--- config.mk ---
export PLATFORM = sky130hd
export DESIGN_NAME = glyph_column_segmenter
export DESIGN_NICKNAME = d
export VERILOG_FILES = /design/src/design/gcs_pkg.sv /design/src/design/gcs_regs.sv /design/src/design/gcs_scan.sv /design/src/design/gcs_out_reg.sv /design/src/design/glyph_column_segmenter.sv
export SDC_FILE = /design/constraint.sdc
export NUM_CORES = 1
export LEC_CHECK = 0
export BUFFER_PORTS_ARGS = -buffer_cell sky130_fd_sc_hd__buf_2
export CAP_MARGIN = 20
export CORE_MARGIN = 2
export CORE_UTILIZATION = 40
export CTS_CLUSTER_DIAMETER = 40
export DETAILED_ROUTE_END_ITERATION = 12
export SYNTH_ARGS = -nofsm -noshare
export SYNTH_HDL_FRONTEND = slang
export SYNTH_SLANG_ARGS = --single-unit
--- constraint.sdc ---
create_clock -name clk -period 5.3 [get_ports clk]
set_clock_uncertainty 0.2 [all_clocks]
set_input_delay 0.53 -clock clk [delete_from_list [all_inputs] [get_ports clk]]
set_output_delay 0.53 -clock clk [all_outputs]
set_load 0.02 [all_outputs]
--- src/design/gcs_pkg.sv ---
// ----------------------------------------------------------------------------
// gcs_pkg
// types and fixed constants shared by the glyph column segmenter modules
// ----------------------------------------------------------------------------
`timescale 1ns / 1ps
`default_nettype none

package gcs_pkg;

  // configuration port geometry
  localparam int ADDR_W    = 4;
  localparam int DATA_W    = 32;

  // fixed field widths
  localparam int CFG_DIM_W = 13;
  localparam int PIXEL_W   = 32;
  localparam int INDEX_W   = 8;
  localparam int COORD_W   = 12;
  localparam int SIZE_W    = 13;

  // register reset values
  localparam logic [CFG_DIM_W-1:0] WIDTH_RST  = 13'd256;
  localparam logic [CFG_DIM_W-1:0] HEIGHT_RST = 13'd32;
  localparam logic [PIXEL_W-1:0]   BLANK_RST  = 32'd0;

  // register map, word index into the port
  typedef enum logic [1:0] {
    REG_WIDTH  = 2'd0,
    REG_HEIGHT = 2'd1,
    REG_BLANK  = 2'd2
  } reg_idx_t;

  typedef struct packed {
    logic [CFG_DIM_W-1:0] image_width;
    logic [CFG_DIM_W-1:0] image_height;
    logic [PIXEL_W-1:0]   blank_value;
  } cfg_t;

  typedef struct packed {
    logic [INDEX_W-1:0] glyph_index;
    logic [COORD_W-1:0] left_x;
    logic [COORD_W-1:0] top_y;
    logic [SIZE_W-1:0]  box_width;
    logic [SIZE_W-1:0]  box_height;
  } res_t;

endpackage

`default_nettype wire

--- src/design/gcs_regs.sv ---
// ----------------------------------------------------------------------------
// gcs_regs
// configuration registers behind the apb-style port
// ----------------------------------------------------------------------------
`timescale 1ns / 1ps
`default_nettype none

module gcs_regs import gcs_pkg::*; (
  input  wire logic              clk,
  input  wire logic              rst,
  input  wire logic              psel,
  input  wire logic              penable,
  input  wire logic              pwrite,
  input  wire logic [ADDR_W-1:0] paddr,
  input  wire logic [DATA_W-1:0] pwdata,
  output logic      [DATA_W-1:0] prdata,
  output logic                   pready,
  output cfg_t                   cfg
);

  reg_idx_t idx;
  logic     wr_en;

  assign idx    = reg_idx_t'(paddr[3:2]);
  assign pready = 1'b1;
  assign wr_en  = psel && penable && pwrite && pready;

  always_ff @(posedge clk) begin
    if (rst) begin
      cfg.image_width  <= WIDTH_RST;
      cfg.image_height <= HEIGHT_RST;
      cfg.blank_value  <= BLANK_RST;
    end else if (wr_en) begin
      case (idx)
        REG_WIDTH:  cfg.image_width  <= pwdata[CFG_DIM_W-1:0];
        REG_HEIGHT: cfg.image_height <= pwdata[CFG_DIM_W-1:0];
        REG_BLANK:  cfg.blank_value  <= pwdata[PIXEL_W-1:0];
        default: ;
      endcase
    end
  end

  always_comb begin
    case (idx)
      REG_WIDTH:  prdata = DATA_W'(cfg.image_width);
      REG_HEIGHT: prdata = DATA_W'(cfg.image_height);
      REG_BLANK:  prdata = DATA_W'(cfg.blank_value);
      default:    prdata = '0;
    endcase
  end

endmodule

`default_nettype wire

--- src/design/gcs_scan.sv ---
// ----------------------------------------------------------------------------
// gcs_scan
// scan position, glyph phase and running bounding box, one pixel per cycle while pixels transfer
// ----------------------------------------------------------------------------
`timescale 1ns / 1ps
`default_nettype none

module gcs_scan import gcs_pkg::*; #(
  parameter int MAX_DIM    = 4096,
  parameter int MAX_GLYPHS = 256
) (
  input  wire logic               clk,
  input  wire logic               rst,
  input  wire cfg_t               cfg,
  input  wire logic               in_xfer,
  input  wire logic [PIXEL_W-1:0] pixel,
  input  wire logic               image_start,
  output logic                    res_load,
  output res_t                    res
);

  localparam int DIM_W = $clog2(MAX_DIM + 1);
  localparam int POS_W = $clog2(MAX_DIM);
  localparam int RW    = DIM_W + 1;
  localparam int EXT_W = (POS_W + 1 > SIZE_W) ? POS_W + 1 : SIZE_W;
  localparam int GCAP  = (MAX_GLYPHS - 1 < 255) ? MAX_GLYPHS - 1 : 255;
  localparam logic [INDEX_W-1:0] GLYPH_CAP = INDEX_W'(GCAP);
  localparam logic [31:0]        MAX_DIM_V = 32'(MAX_DIM);

  function automatic logic [DIM_W-1:0] clamp_dim(input logic [CFG_DIM_W-1:0] v);
    logic [31:0] v32;
    v32 = 32'(v);
    if (v32 == 32'd0) begin
      return DIM_W'(1);
    end else if (v32 > MAX_DIM_V) begin
      return DIM_W'(MAX_DIM);
    end else begin
      return DIM_W'(v32);
    end
  endfunction

  // state
  logic [DIM_W-1:0]   col_cnt;
  logic [POS_W-1:0]   row_cnt;
  logic               in_glyph;
  logic               col_ink;
  logic [POS_W-1:0]   box_left, box_top, box_bottom, box_right;
  logic [INDEX_W-1:0] glyph_cnt;

  logic [DIM_W-1:0]   col_cnt_next;
  logic [POS_W-1:0]   row_cnt_next;
  logic               in_glyph_next;
  logic               col_ink_next;
  logic [POS_W-1:0]   box_left_next, box_top_next, box_bottom_next, box_right_next;
  logic [INDEX_W-1:0] glyph_cnt_next;

  // start-adjusted view of the state
  logic [DIM_W-1:0]   col0;
  logic [POS_W-1:0]   row0;
  logic [POS_W-1:0]   col_pos;
  logic               ing0, ink0;
  logic [INDEX_W-1:0] gc0;
  logic [DIM_W-1:0]   w_eff, h_eff;
  logic [RW-1:0]      row_inc;
  logic               active, ink, last, emit;
  logic [EXT_W-1:0]   left_ext, top_ext, width_ext, height_ext;

  always_comb begin
    w_eff   = clamp_dim(cfg.image_width);
    h_eff   = clamp_dim(cfg.image_height);
    col0    = image_start ? '0 : col_cnt;
    row0    = image_start ? '0 : row_cnt;
    ing0    = image_start ? 1'b0 : in_glyph;
    ink0    = image_start ? 1'b0 : col_ink;
    gc0     = image_start ? '0 : glyph_cnt;
    col_pos = POS_W'(col0);
    active  = col0 < w_eff;
    ink     = pixel != cfg.blank_value;
    row_inc = RW'(row0) + RW'(1);
    last    = row_inc >= RW'(h_eff);
    emit    = active && last && ing0 && !ink0 && !ink;

    col_cnt_next    = col0;
    row_cnt_next    = row0;
    in_glyph_next   = ing0;
    col_ink_next    = ink0;
    glyph_cnt_next  = gc0;
    box_left_next   = box_left;
    box_top_next    = box_top;
    box_bottom_next = box_bottom;
    box_right_next  = box_right;

    if (active) begin
      if (ink) begin
        if (!ing0) begin
          box_left_next   = col_pos;
          box_right_next  = col_pos;
          box_top_next    = row0;
          box_bottom_next = row0;
        end else begin
          if (row0 < box_top) begin
            box_top_next = row0;
          end
          if (row0 > box_bottom) begin
            box_bottom_next = row0;
          end
          if (col_pos > box_right) begin
            box_right_next = col_pos;
          end
        end
        in_glyph_next = 1'b1;
        col_ink_next  = 1'b1;
      end
      if (last) begin
        if (emit) begin
          in_glyph_next = 1'b0;
          if (gc0 < GLYPH_CAP) begin
            glyph_cnt_next = gc0 + INDEX_W'(1);
          end
        end
        col_ink_next = 1'b0;
        row_cnt_next = '0;
        col_cnt_next = col0 + DIM_W'(1);
      end else begin
        row_cnt_next = POS_W'(row_inc);
      end
    end
  end

  always_ff @(posedge clk) begin
    if (rst) begin
      col_cnt    <= '0;
      row_cnt    <= '0;
      in_glyph   <= 1'b0;
      col_ink    <= 1'b0;
      box_left   <= '0;
      box_top    <= '0;
      box_bottom <= '0;
      box_right  <= '0;
      glyph_cnt  <= '0;
    end else if (in_xfer) begin
      col_cnt    <= col_cnt_next;
      row_cnt    <= row_cnt_next;
      in_glyph   <= in_glyph_next;
      col_ink    <= col_ink_next;
      box_left   <= box_left_next;
      box_top    <= box_top_next;
      box_bottom <= box_bottom_next;
      box_right  <= box_right_next;
      glyph_cnt  <= glyph_cnt_next;
    end
  end

  // result fields come from the box as it stands, since the closing pixel is blank
  always_comb begin
    left_ext   = EXT_W'(box_left);
    top_ext    = EXT_W'(box_top);
    width_ext  = EXT_W'(box_right) - EXT_W'(box_left) + EXT_W'(1);
    height_ext = EXT_W'(box_bottom) - EXT_W'(box_top) + EXT_W'(1);
    res.glyph_index = gc0;
    res.left_x      = left_ext[COORD_W-1:0];
    res.top_y       = top_ext[COORD_W-1:0];
    res.box_width   = width_ext[SIZE_W-1:0];
    res.box_height  = height_ext[SIZE_W-1:0];
  end

  assign res_load = in_xfer && emit;

  a_col_bound: assert property (@(posedge clk) disable iff (rst)
    32'(col_cnt) <= MAX_DIM_V)
    else $error("column counter past the largest image width");

  a_box_order: assert property (@(posedge clk) disable iff (rst)
    in_glyph |-> (box_left <= box_right) && (box_top <= box_bottom))
    else $error("open glyph box is inverted");

  a_start_clears: assert property (@(posedge clk) disable iff (rst)
    in_xfer && image_start |=> glyph_cnt == '0)
    else $error("glyph count not cleared by image start");

  a_emit_closes: assert property (@(posedge clk) disable iff (rst)
    res_load |=> !in_glyph && !col_ink && row_cnt == '0)
    else $error("glyph run still open after its box was reported");

endmodule

`default_nettype wire

--- src/design/gcs_out_reg.sv ---
// ----------------------------------------------------------------------------
// gcs_out_reg
// result register with valid/ready handshake toward the consumer
// ----------------------------------------------------------------------------
`timescale 1ns / 1ps
`default_nettype none

module gcs_out_reg import gcs_pkg::*; (
  input  wire logic clk,
  input  wire logic rst,
  input  wire logic res_load,
  input  wire res_t res,
  input  wire logic out_ready,
  output logic      out_valid,
  output res_t      res_q,
  output logic      can_load
);

  // a new result may land when the slot is empty or drains this cycle
  assign can_load = !out_valid || out_ready;

  always_ff @(posedge clk) begin
    if (rst) begin
      out_valid <= 1'b0;
    end else if (res_load) begin
      out_valid <= 1'b1;
    end else if (out_ready) begin
      out_valid <= 1'b0;
    end
  end

  always_ff @(posedge clk) begin
    if (res_load) begin
      res_q <= res;
    end
  end

endmodule

`default_nettype wire

--- src/design/glyph_column_segmenter.sv ---
// ----------------------------------------------------------------------------
// glyph_column_segmenter
// vertical-projection glyph finder for column-major sprite-sheet pixel streams
// ----------------------------------------------------------------------------
// latency: a glyph box is presented on the cycle after the transfer of the
//   last pixel of the first blank column that closes the run
// throughput: one pixel per cycle, set by the state update in the scan
//   unit; input stalls only while an unread result is held
// reset: synchronous, active high; scan at column 0 row 0, no open glyph,
//   glyph count 0, width 256, height 32, blank value 0
// ----------------------------------------------------------------------------
`timescale 1ns / 1ps
`default_nettype none

module glyph_column_segmenter import gcs_pkg::*; #(
  parameter int MAX_DIM    = 4096,
  parameter int MAX_GLYPHS = 256
) (
  input  wire logic               clk,
  input  wire logic               rst,
  // configuration port
  input  wire logic               psel,
  input  wire logic               penable,
  input  wire logic               pwrite,
  input  wire logic [ADDR_W-1:0]  paddr,
  input  wire logic [DATA_W-1:0]  pwdata,
  output logic      [DATA_W-1:0]  prdata,
  output logic                    pready,
  // pixel stream
  input  wire logic               in_valid,
  output logic                    in_ready,
  input  wire logic [PIXEL_W-1:0] pixel,
  input  wire logic               image_start,
  // glyph boxes
  output logic                    out_valid,
  input  wire logic               out_ready,
  output logic      [INDEX_W-1:0] glyph_index,
  output logic      [COORD_W-1:0] left_x,
  output logic      [COORD_W-1:0] top_y,
  output logic      [SIZE_W-1:0]  box_width,
  output logic      [SIZE_W-1:0]  box_height
);

  cfg_t cfg;
  res_t res;
  res_t res_q;
  logic in_xfer;
  logic res_load;
  logic can_load;

  // registers must be held static while the scan runs; the block does not enforce this
  gcs_regs u_regs (
    .clk     (clk),
    .rst     (rst),
    .psel    (psel),
    .penable (penable),
    .pwrite  (pwrite),
    .paddr   (paddr),
    .pwdata  (pwdata),
    .prdata  (prdata),
    .pready  (pready),
    .cfg     (cfg)
  );

  // a pixel transfers whenever one is offered and the result slot can take a box;
  // while a box waits to drain, every pixel is held off
  assign in_ready = can_load;
  assign in_xfer  = in_valid && in_ready;

  // per-pixel update: ink test, box growth, end-of-column check
  gcs_scan #(
    .MAX_DIM    (MAX_DIM),
    .MAX_GLYPHS (MAX_GLYPHS)
  ) u_scan (
    .clk         (clk),
    .rst         (rst),
    .cfg         (cfg),
    .in_xfer     (in_xfer),
    .pixel       (pixel),
    .image_start (image_start),
    .res_load    (res_load),
    .res         (res)
  );

  // result register, loaded on the closing pixel's transfer
  gcs_out_reg u_out (
    .clk       (clk),
    .rst       (rst),
    .res_load  (res_load),
    .res       (res),
    .out_ready (out_ready),
    .out_valid (out_valid),
    .res_q     (res_q),
    .can_load  (can_load)
  );

  assign glyph_index = res_q.glyph_index;
  assign left_x      = res_q.left_x;
  assign top_y       = res_q.top_y;
  assign box_width   = res_q.box_width;
  assign box_height  = res_q.box_height;

endmodule

`default_nettype wire

# --- After elaboration in Yosys (flattened, before gate mapping) ---
# Index checks and enable logic that the tools add are counted.
totals:
  reg_bits: 200
  in_bits: 76
  output_inout_bits: 93
  word_cells: 96
op_classes:
  n_addsub: 7
  order_cmp: 8
  eq_ne: 6
  n_mux: 33
  bitwise_logic: 1
  reduce_logical: 23
op_table:
  columns: ["operator", "count"]
  rows:
  - ["$mux 12", 9]
  - ["$pmux 32 s3", 1]
  - ["$mux 13", 7]
  - ["$mux 8", 5]
  - ["$add 13x1->13 const B", 3]
  - ["$ne 32x32->1", 1]
  - ["$gt 13x13->1 const B", 2]
  - ["$logic_not 13->1", 2]
  - ["$sub 12x12->13", 2]
  - ["$gt 12x12->1", 2]
  - ["$reduce_and 4->1", 4]
  - ["$ge 14x13->1", 1]
  - ["$add 12x1->13 const B", 1]
  - ["$lt 13x13->1", 1]
  - ["$lt 12x12->1", 1]
  - ["$mux 1", 11]
  - ["$add 8x1->8 const B", 1]
  - ["$logic_and 1x1->1", 8]
  - ["$lt 8x8->1 const B", 1]
  - ["$ne 2x2->1 const B", 3]
  - ["$reduce_and 2->1", 3]
  - ["$logic_not 1->1", 3]
  - ["$eq 2x1->1 const B", 1]
  - ["$eq 2x2->1 const B", 1]
  - ["4 further kinds", 4]

# --- Longest topological paths before layout ---
# Gate-level depths: netlist of the first run.
logic_depth:
  ltp_word: 11
  ltp_mapped: 21
  ltp_nobuf: 16

# --- By module ---
# Synthesis of the first run repeated with hierarchy kept, for this count alone.
unflattened:
  hier_cells: 1255
  area_unflattened_um2: 12119.1
modules_own_cells:
  columns: ["module", "instances", "cells_each", "area_each_um2", "seq_area_each_um2"]
  rows:
  - ["gcs_scan", 1, 893, 7453.4, 1661.6]
  - ["gcs_regs", 1, 299, 2871.5, 1161.1]
  - ["gcs_out_reg", 1, 62, 1788.0, 1761.7]
  - ["glyph_column_segmenter", 1, 1, 6.3, 0.0]

# --- Worst setup path after synthesis of the first run ---
# OpenSTA, ideal clock, no wires.
synth_timing:
  kind: "input -> register"
  startpoint: "input image_start"
  endpoint: "register u_scan.glyph_cnt[6]"
  setup_time_ns: 0.118
  t_arrival_ns: 5.273
  required_ns: 4.982
  slack_ns: -0.292
  cell_stages: 21
  path_buffers: 5
  path_cell_list: "buf_2 buf_1 clkbuf_1 clkbuf_1 nor2b_1 ha_1 and3_1 and3_1 and3_1 and3_1 xor2_1 ha_1 nand2_1 a21oi_1 o21ai_0 o21ba_2 clkbuf_1 or3_4 inv_2 o21ai_1 a32o_1"
synth_via:
  elab_chain_len: 10
  word_cells_on_any_way: 19
  classes_between: "2 x add/sub; 3 x order compare; 9 x mux; 5 x reduce/logical"
synth_lines:
  columns: ["item", "line_no", "rtl"]
  rows:
  - ["start, declared", "glyph_column_segmenter.sv:33", "input wire logic image_start,"]
  - ["$mux 12 (*)", "gcs_scan.sv:72", "row0 = image_start ? '0 : row_cnt;"]
  - ["via u_scan.row0[1]", "gcs_scan.sv:59", "logic [POS_W-1:0] row0;"]
  - ["$add 12x1->13 (*)", "gcs_scan.sv:79", "row_inc = RW'(row0) + RW'(1);"]
  - ["$ge 14x13->1 (*)", "gcs_scan.sv:80", "last = row_inc >= RW'(h_eff);"]
  - ["$logic_and 1x1->1 (4 in series)", "gcs_scan.sv:81", "emit = active && last && ing0 && !ink0 && !ink;"]
  - ["$mux 8", "gcs_scan.sv:115", "if (emit) begin"]
  - ["$mux 8 (*)", "gcs_scan.sv:114", "if (last) begin"]
  - ["$mux 8 (*)", "gcs_scan.sv:93", "if (active) begin"]
  - ["end signal, assigned", "gcs_scan.sv:150", "glyph_cnt <= glyph_cnt_next;"]
  - ["end, declared", "gcs_scan.sv:48", "logic [INDEX_W-1:0] glyph_cnt;"]
# Mark *: on every way through the listed nets, which the timed path passes. The rest lies on a longest branch.
# A chain may end at the register's enable or synchronous reset.

# --- Worst setup path in the final report of the first run ---
layout_timing:
  startpoint: "register u_scan.row_cnt[0]"
  endpoint: "register u_out.res_q[46] (netlist name)"
layout_via:
  elab_chain_len: 8
layout_lines:
  columns: ["item", "line_no", "rtl"]
  rows:
  - ["start, declared", "gcs_scan.sv:44", "logic [POS_W-1:0] row_cnt;"]
  - ["start signal, assigned", "gcs_scan.sv:143", "row_cnt <= row_cnt_next;"]
  - ["$mux 12", "gcs_scan.sv:72", null]
  - ["via u_scan.row0[0]", "gcs_scan.sv:59", null]
  - ["$add 12x1->13", "gcs_scan.sv:79", null]
  - ["$ge 14x13->1", "gcs_scan.sv:80", null]
  - ["$logic_and 1x1->1 (4 in series)", "gcs_scan.sv:81", null]
  - ["$logic_and 1x1->1", "gcs_scan.sv:167", "assign res_load = in_xfer && emit;"]
  - ["via res_load", "glyph_column_segmenter.sv:48", "logic res_load;"]
# The timed path passes the listed nets, and every way through them passes these cells.

==> metrics.txt, run 1 <==
crit share post-route 86.4%; vias in the first global route around 8.8k; commonest non-fill, non-tap cell in the layout nand2_1; Pwr Density around 240 nW/um2; Via density just over 5; cell area after synthesis approximately 11000 um2; global-route wire length before repair between 40000 and 50000 um; RSZ-0062 raised after global routing no; DRC 0; Max Cap Violations 0; Hold Crit Class in -> reg; total wire length roughly 28000 um; Initial DRT Pass Iterations 5; Clock H-tree levels 4; RePlAce Congestion roughly 0.84; FF+latch count, synth 200; Finished Layout Cells 1784; Final Power 3.18 mW; Fin. Hold Viols 0; hold_buf cts 0; worst slew pin tran 893 ps; Max Freq approximately 0.22 GHz; Crit Path Max Fanout 22; TritonCTS Sinks 200; Antenna Violating Nets Remaining 0; WL/cell 15.5 um; clock latency on the worst-skew pair between 400 and 500 ps; required time worst endpoint roughly 5200 ps; Synth cell types a little over 70; top_reg_cell synth dfxtp_1; drt first-iter violations around 440; Peak VDD IR 143 uV; Area Overhead vs Synth 16.6%; worst r2r src u_scan.row_cnt[0]; CP startpoint u_scan.row_cnt[0]; Worst path max stage delay around 470 ps; most frequent cells in the layout 165 x nand2_1, 164 x buf_2, 142 x dfxtp_1; post_cts resized 0; Core Area between 20000 and 30000 um2; layout cell share with drive strength beyond 1 ~17%; antenna fix cells 0; min Tclk post-route approximately 4600 ps; clock buffer depth 2; Vias 9133; fin. max-slew vios 0; I/O pin count 169; Synth Instances around 1.2k; fin nets 1580; initial antenna violation count 0; Overflow after GRT 0; ys async rst share 0%; hold_sp pwdata[30]; Clk pin slew, worst setup/hold paths about 90 ps; final setup vio count 0; sequential share of the synthesized area between 40% and 50%; post-CTS setup buffer count 0; CTS tree done; CTS root buf clkbuf_16; CP cell instances nor2b_1 -> ha_1 -> and3_1 -> and3_1 -> and3_1 -> and3_1 -> xor2_1 -> ha_1 -> nand2_1 -> a21oi_1 -> o21ai_0 -> o21ba_2 -> or3_4 -> inv_6 -> buf_12; Pleak 5.52 nW; number of synthesized flops with an enable pin 58; Overall Global Routing Usage a little under a fifth; Slew headroom between 40% and 50%; initial core utilization between 40 and 50%; CP dominant cell by count and3_1; placed cell count roughly 1.8k; Die Width 172 um; I/O Buffers about 170; largest net degree at the start of global routing 67; outcome completed; post-DP HPWL a little over 20000 um; Syn Area/Cell slightly above 9 um2; Setup crit start kind register; data arrival time of the worst path between 4000 and 5000 ps; Die Area roughly 30000 um2; Synthesis Warnings 0; final hold slack approximately 120 ps; Mapped Nets 1432; slowest CP cell nor2b_1; CTS Buf Count 17; crit end category register; Crit Path Class reg -> reg; Cell Rows between 60 and 70; setup tns final 0 ps; Die Ht ~170 um
-- routing by layer --
layer | track usage, % | wire length (um) | vias up
li1 | - | - | 4639
met1 | 25.9 | 13300 | 4223
met2 | 31.0 | 12600 | 248
met3 | 3.80 | 1560 | 23
met4 | 4.02 | 259 | 0
met5 | 0 | 0 | -
-- layout make-up --
type	instances	area, um2
Clock buffer	17	425
Clock inverter	15	203
Fill cell	2690	14600
Inverter	73	279
Multi-Input combinational cell	913	6230
Sequential cell	200	4580
Tap cell	378	473
Timing Repair Buffer	188	1030
-- logic make-up (layout without fill, tap and decap cells) --
group	after synthesis	count (layout)	share of synthesized area (%)
AOI/OAI and AO/OA	225	225	12.5
xor gates and xnor gates	66	66	5.10
adders and majority gates	111	111	12.4
buffers and inverters	132	293	4.70
DFF	200	200	40.4
muxes	73	73	6.44
other	1	1	0.0331
and+or+nand+nor	437	437	18.5
-- synthesized netlist by cell type (all sizes together), types with 24 or more instances --
cell | n | area (um2)
nand2 | 166 | 626
mux2i | 73 | 731
dfxtp | 142 | 2840
and2 | 25 | 156
nor2b | 43 | 272
o21ai | 51 | 259
edfxtp | 58 | 1740
clkbuf | 45 | 169
nand4 | 24 | 150
xnor2 | 51 | 447
nor2 | 92 | 345
ha | 109 | 1360
a21oi | 86 | 430
inv | 73 | 274
-- per-stage QoR --
stage	util [%]	worst slack (ps)	area (um2)
2_1_floorplan	-	87.2	11300
3_3_place_gp	45.2	410	12600
3_5_place_dp	45.2	365	12600
4_1_cts	47.5	752	13200
5_1_grt	47.5	424	13200
6_report	47.5	721	13200
-- flip-flops by register name (all words and copies together) (netlist names) --
name	cells
u_out.out_valid	1
u_scan.in_glyph	1
u_scan.box_left	12
u_regs.cfg	58
u_scan.col_cnt	13
u_scan.box_bottom	12
u_scan.box_right	12
u_scan.row_cnt	12
u_scan.box_top	12
u_out.res_q	58
u_scan.glyph_cnt	8
u_scan.col_ink	1
-- path summary, 6_finish.rpt --
check / depth (start not counted) / end / slack [ps]
worst max-delay path: 15 / u_out.res_q[46] / 720
worst min-delay path: 3 / u_regs.cfg[30] / 120
worst max register to register: 15 / u_out.res_q[46] / 720
worst min register to register: 1 / u_scan.row_cnt[4] / 260
-- where the power goes --
part | total [mW] | leakage [nW] | internal, mW | switching, mW
sequential | 1.58 | 1.65 | 1.57 | 0.0104
combinational | 0.221 | 3.57 | 0.0869 | 0.134
clock | 1.37 | 0.297 | 0.690 | 0.684
total | 3.18 | 5.52 | 2.35 | 0.829
-- critical path: cells and delay by family (launching register included) --
family | cells | cell delay (ps)
compound gates | 3 | 540
xor+xnor | 1 | 90
fa+ha+maj | 2 | 640
buf+inv | 2 | 410
flops | 1 | 380
simple gates | 7 | 2010
Power figures use the tool's default switching activity.
==> run 2, diff against run 1 <==
clock period = 4 ns   (was 5.3 ns; I/O delays follow)
==> metrics.txt, run 2 (synthesized netlist as in run 1, its figures left out) <==
fin. max-slew vios 0 (unchanged); Die Width 172 um (unchanged); clock buffer depth 2 (unchanged); Overall Global Routing Usage 19.3% (+0.36 points); Cell Rows 61 (unchanged); final setup vio count 0 (unchanged); Initial DRT Pass Iterations 5 (unchanged); Fin. Hold Viols 0 (unchanged); placed cell count 1777 (+1.4%); required time worst endpoint 4130 ps (-1110 ps); area post-placement 12800 um2 (+2.0%); CP cell instances and3_1 -> and3_1 -> and3_1 -> and3_2 -> nand3_1 -> xor2_1 -> nor2_1 -> ha_1 -> nand2_1 -> a21oi_1 -> o21ai_1 -> o21ba_2 -> or3_4 -> clkinv_16 -> o21ai_2 -> a32o_1; Overflow after GRT 0 (unchanged); layout cell share with drive strength beyond 1 18.9% (+1.8 points); most frequent cells in the layout 165 x nand2_1, 164 x buf_2, 142 x dfxtp_1; CP startpoint u_scan.row_cnt[0]; RePlAce Congestion 0.832 (-0.86%); Worst path max stage delay 480 ps (about the same); Die Area 29700 um2 (unchanged); biggest regs u_out.res_q x58, u_regs.cfg x58, u_scan.col_cnt x13; Hold Crit Class in -> reg; Area Overhead vs Synth 20.1%; Clock H-tree levels 4 (unchanged); slowest CP cell or3_4; initial antenna violation count 0 (unchanged); Die Ht 172 um (unchanged); commonest non-fill, non-tap cell in the layout nand2_1; worst slew pin tran 788 ps (-105 ps); outcome completed; Setup crit start kind register; RSZ-0062 raised after global routing no; Max Freq 0.266 GHz (+22%); fin nets 1621 (+2.6%); worst r2r src u_scan.row_cnt[0]; Crit Path Max Fanout 61 (+180%); Crit Path Class reg -> reg; CP dominant cell by count and3_1; Top delay family on crit path simple AND/OR/NAND/NOR gates; Max Cap Violations 0 (unchanged); crit end category register; drt first-iter violations 542 (+23%); I/O pin count 169 (unchanged); Final Instance Area 13600 um2 (+3.0%); min Tclk post-route 3760 ps (-824 ps); Core Area 27900 um2 (unchanged); Worst Path Buf+Inv 1 (-1); Pleak 5.70 nW (+3.4%); CTS tree done; Via density 5.11 (-0.14%); data arrival time of the worst path 3880 ps (-640 ps); TritonCTS Sinks 200 (unchanged); DRC 0 (unchanged); worst r2r path cells 16 (+1); CTS Buf Count 17 (unchanged); I/O Buffers 165 (unchanged); Finished Layout Cells 1825 (+2.3%); final hold slack 8.21 ps (-114 ps); hold_sp pwdata[28]; Antenna Violating Nets Remaining 0 (unchanged); global-route wire length before repair 45700 um (+2.0%); largest net degree at the start of global routing 79 (+18%); Peak VDD IR 211 uV (+48%); Slew headroom 47.2% (+6.7 points); post-DP HPWL 21100 um (+1.7%); vias in the first global route 9021 (+2.9%); crit share post-route 93.9% (+7.5 points); total wire length 28300 um (+2.1%); Clk pin slew, worst setup/hold paths 80 ps (about the same); WHS Path Cells 3 (unchanged); Vias 9330 (+2.2%); Pwr Density 309 nW/um2 (+29%); WL/cell 15.5 um (-0.19%); antenna fix cells 0 (unchanged); initial core utilization 40.7% (unchanged); clock latency on the worst-skew pair 440 ps (about the same); Levels on crit path 16 (+1); CTS root buf clkbuf_16
-- run 2: cell types whose count changed in the layout (fill, tap and decap cells not counted), moves of 2 or more --
cell           change
and3_1             -4
and3_4             +4
buf_4             +25
clkinv_4           -2
dlygate4sd3_1     +16
inv_12             -2
inv_6              +3
-- run 2: path summary, 6_finish.rpt --
path	endpoint	slack, ps
setup / recovery	u_scan.glyph_cnt[6]	240
hold / removal	u_regs.cfg[28]	8
setup reg to reg	u_scan.glyph_cnt[6]	240
hold reg to reg	u_out.res_q[28]	270
-- run 2: layout make-up --
type,count,area (um2)
fillers,2714,14200
clock inverters,14,176
multi-input cells,913,6290
well taps,378,473
clock buffers,18,429
repair buffers,229,1370
inverters,73,300
flip-flops and latches,200,4580
-- run 2: tightest hold or removal path, cell delays in order --
cell and delay, ps:
buf_2 100, nand2_1 50, a21oi_1 50
-- run 2: where the power goes --
part / internal [mW] / switching [mW]
logic: 0.141 / 0.185
registers: 2.08 / 0.0142
clock network: 0.901 / 0.889
-- run 2: timing repair --
action                                 CTS  global route
setup buffers                            0             0
gates resized for setup                  0             2
setup endpoints to repair                0             6
hold buffers                            16             0
endpoints found under the hold margin   16             0
-- run 2: per-stage QoR --
stage / TNS (ps) / utilization [%] / setup slack [ps] / total power, mW
final: 0 / 48.9 / 244 / 4.21
after global routing: 0 / 48.9 / 0.736 / 4.37
after CTS: 0 / 48.9 / 161 / 4.25
after detailed placement: 0 / 46.1 / 21.6 / 2.46
after global placement: 0 / 46.1 / 58.3 / 2.45
after floorplan: -7170 / - / -199 / 2.35
-- run 2: metal layers --
layer	global-route usage (%)	part of all wire, %	vias to the layer above	wire [um]
li1	-	-	4726	-
met1	26.1	48	4344	13500
met2	32.1	46	244	13100
met3	4.17	5.5	16	1550
met4	3.47	0.78	0	220
met5	0	0	-	0
==> run 3, diff against run 2 <==
CTS_CLUSTER_SIZE = 12   (was unset)
REMOVE_ABC_BUFFERS = 1   (was unset)
==> metrics.txt, run 3 (synthesized netlist as in run 1, its figures left out) <==
Die Ht 172 um (unchanged); Setup crit start kind register; initial core utilization 40.7% (unchanged); final setup vio count 0 (unchanged); Overall Global Routing Usage 18.5% (-0.84 points); vias in the first global route 8731 (-3.2%); CTS tree done; Overflow after GRT 0 (unchanged); CP dominant cell by count and3_1; total wire length 26900 um (-5.2%); commonest non-fill, non-tap cell in the layout nand2_1; Pwr Density 303 nW/um2 (-2.2%); Clock H-tree levels 4 (unchanged); biggest regs u_out.res_q x58, u_regs.cfg x58, u_scan.col_cnt x13; Crit Path Max Fanout 27 (-56%); CP cell instances nor2b_2 -> ha_1 -> and3_1 -> and3_1 -> and3_1 -> and3_1 -> xor2_1 -> ha_1 -> nand2_1 -> a21oi_1 -> o21ai_1 -> o21ba_2 -> or3_4 -> inv_4 -> buf_12; Slew headroom 47.3% (+0.063 points); Max Freq 0.270 GHz (+1.4%); global-route wire length before repair 43900 um (-3.9%); I/O Buffers 165 (unchanged); outcome completed; initial antenna violation count 0 (unchanged); Worst Path Buf+Inv 2 (+1); most frequent cells in the layout 165 x nand2_1, 164 x buf_2, 142 x dfxtp_1; clock buffer depth 2 (unchanged); data arrival time of the worst path 3640 ps (-240 ps); drt first-iter violations 439 (-19%); Area Overhead vs Synth 19.8%; Via density 5.01 (-2.0%); Max Cap Violations 0 (unchanged); Core Area 27900 um2 (unchanged); layout cell share with drive strength beyond 1 18.7% (-0.22 points); clock latency on the worst-skew pair 450 ps (about the same); CTS root buf clkbuf_16; Top delay family on crit path simple AND/OR/NAND/NOR gates; fin. max-slew vios 0 (unchanged); Clk pin slew, worst setup/hold paths 80 ps (about the same); RePlAce Congestion 0.841 (+1.0%); Pleak 5.72 nW (+0.25%); I/O pin count 169 (unchanged); WL/cell 14.7 um (-5.5%); Cell Rows 61 (unchanged); DRC 0 (unchanged); area post-placement 12800 um2 (-0.38%); slowest CP cell or3_4; Vias 9176 (-1.7%); CTS Buf Count 17 (unchanged); Worst path max stage delay 410 ps (-70 ps); Crit Path Class reg -> reg; TritonCTS Sinks 200 (unchanged); Fin. Hold Viols 0 (unchanged); crit share post-route 92.6% (-1.3 points); Final Instance Area 13600 um2 (-0.28%); Hold Crit Class in -> reg; Die Area 29700 um2 (unchanged); Initial DRT Pass Iterations 5 (unchanged); Final Power 4.11 mW (-2.5%); final hold slack 10.8 ps (+2.61 ps); RSZ-0062 raised after global routing no; Die Width 172 um (unchanged); Antenna Violating Nets Remaining 0 (unchanged); # fillers 2680 (-1.3%); Peak VDD IR 187 uV (-12%); post-DP HPWL 19800 um (-6.1%); fin nets 1627 (+0.37%); required time worst endpoint 3940 ps (-190 ps); worst slew pin tran 789 ps (+0.719 ps); antenna fix cells 0 (unchanged); min Tclk post-route 3700 ps (-51.4 ps); largest net degree at the start of global routing 45 (-43%); crit end category register
[run 3: cell types whose count changed in the layout (fill, tap and decap cells not counted), moves of 2 or more]
cell	previous run	this run
buf_4	47	49
and3_1	14	16
inv_8	2	6
and3_4	4	1
clkinv_4	0	4
dlygate4sd3_1	16	19
clkinv_8	4	0
inv_6	5	1
[run 3: what timing repair did]
| item | in CTS | in global routing |
|---|---|---|
| hold endpoints to repair | 20 | 0 |
| hold buffers | 19 | 0 |
| setup endpoints to repair | 0 | 75 |
| resized for setup | 0 | 6 |
| buffers inserted | 0 | 0 |
[run 3: path summary, 6_finish.rpt]
kind / startpoint / end / slack (ps) / cells past startpoint
setup / recovery: u_scan.row_cnt[0] / u_out.res_q[39] / 300 / 15
hold / removal: pwdata[6] / u_regs.cfg[51] / 10 / 3
setup reg to reg: u_scan.row_cnt[0] / u_out.res_q[39] / 300 / 15
hold reg to reg: u_scan.box_left[5] / u_out.res_q[43] / 260 / 0
[run 3: tightest hold or removal path, stage by stage]
cell and delay [ps]:
buf_2 120, nand2_1 50, a21oi_1 50
[run 3: layer usage]
metal	routed length, um	track usage (%)	part of all wire [%]	up-vias
met5	0	0	0	-
met4	276	4.35	1.0	0
met3	1280	4.01	4.8	19
met2	11900	29.1	44	187
met1	13400	25.9	50	4237
li1	-	-	-	4733
[run 3: layout make-up]
class,count,area [um2],share of cell area (%)
tap,378,473,3.48
sequential,200,4580,33.7
clock inverter,15,135,0.995
timing repair buffer,235,1440,10.6
clock buffer,17,425,3.13
multi-input combinational,913,6250,46.0
inverter,73,277,2.04
[run 3: where the power goes]
| group | total (mW) | internal (mW) | switching (mW) |
|---|---|---|---|
| combinational | 0.320 | 0.138 | 0.183 |
| sequential | 2.10 | 2.08 | 0.0129 |
| clock | 1.69 | 0.825 | 0.868 |
| total | 4.11 | 3.05 | 1.06 |
[run 3: stage by stage]
step / TNS [ps] / util [%] / cells / worst slack (ps)
2_1_floorplan: -19410 / - / 1186 / -428
3_3_place_gp: 0 / 45.9 / 1779 / 96.3
3_5_place_dp: 0 / 45.9 / 1779 / 66.4
4_1_cts: 0 / 48.6 / 1830 / 251
5_1_grt: 0 / 48.8 / 1831 / 3.40
6_report: 0 / 48.8 / 1831 / 296
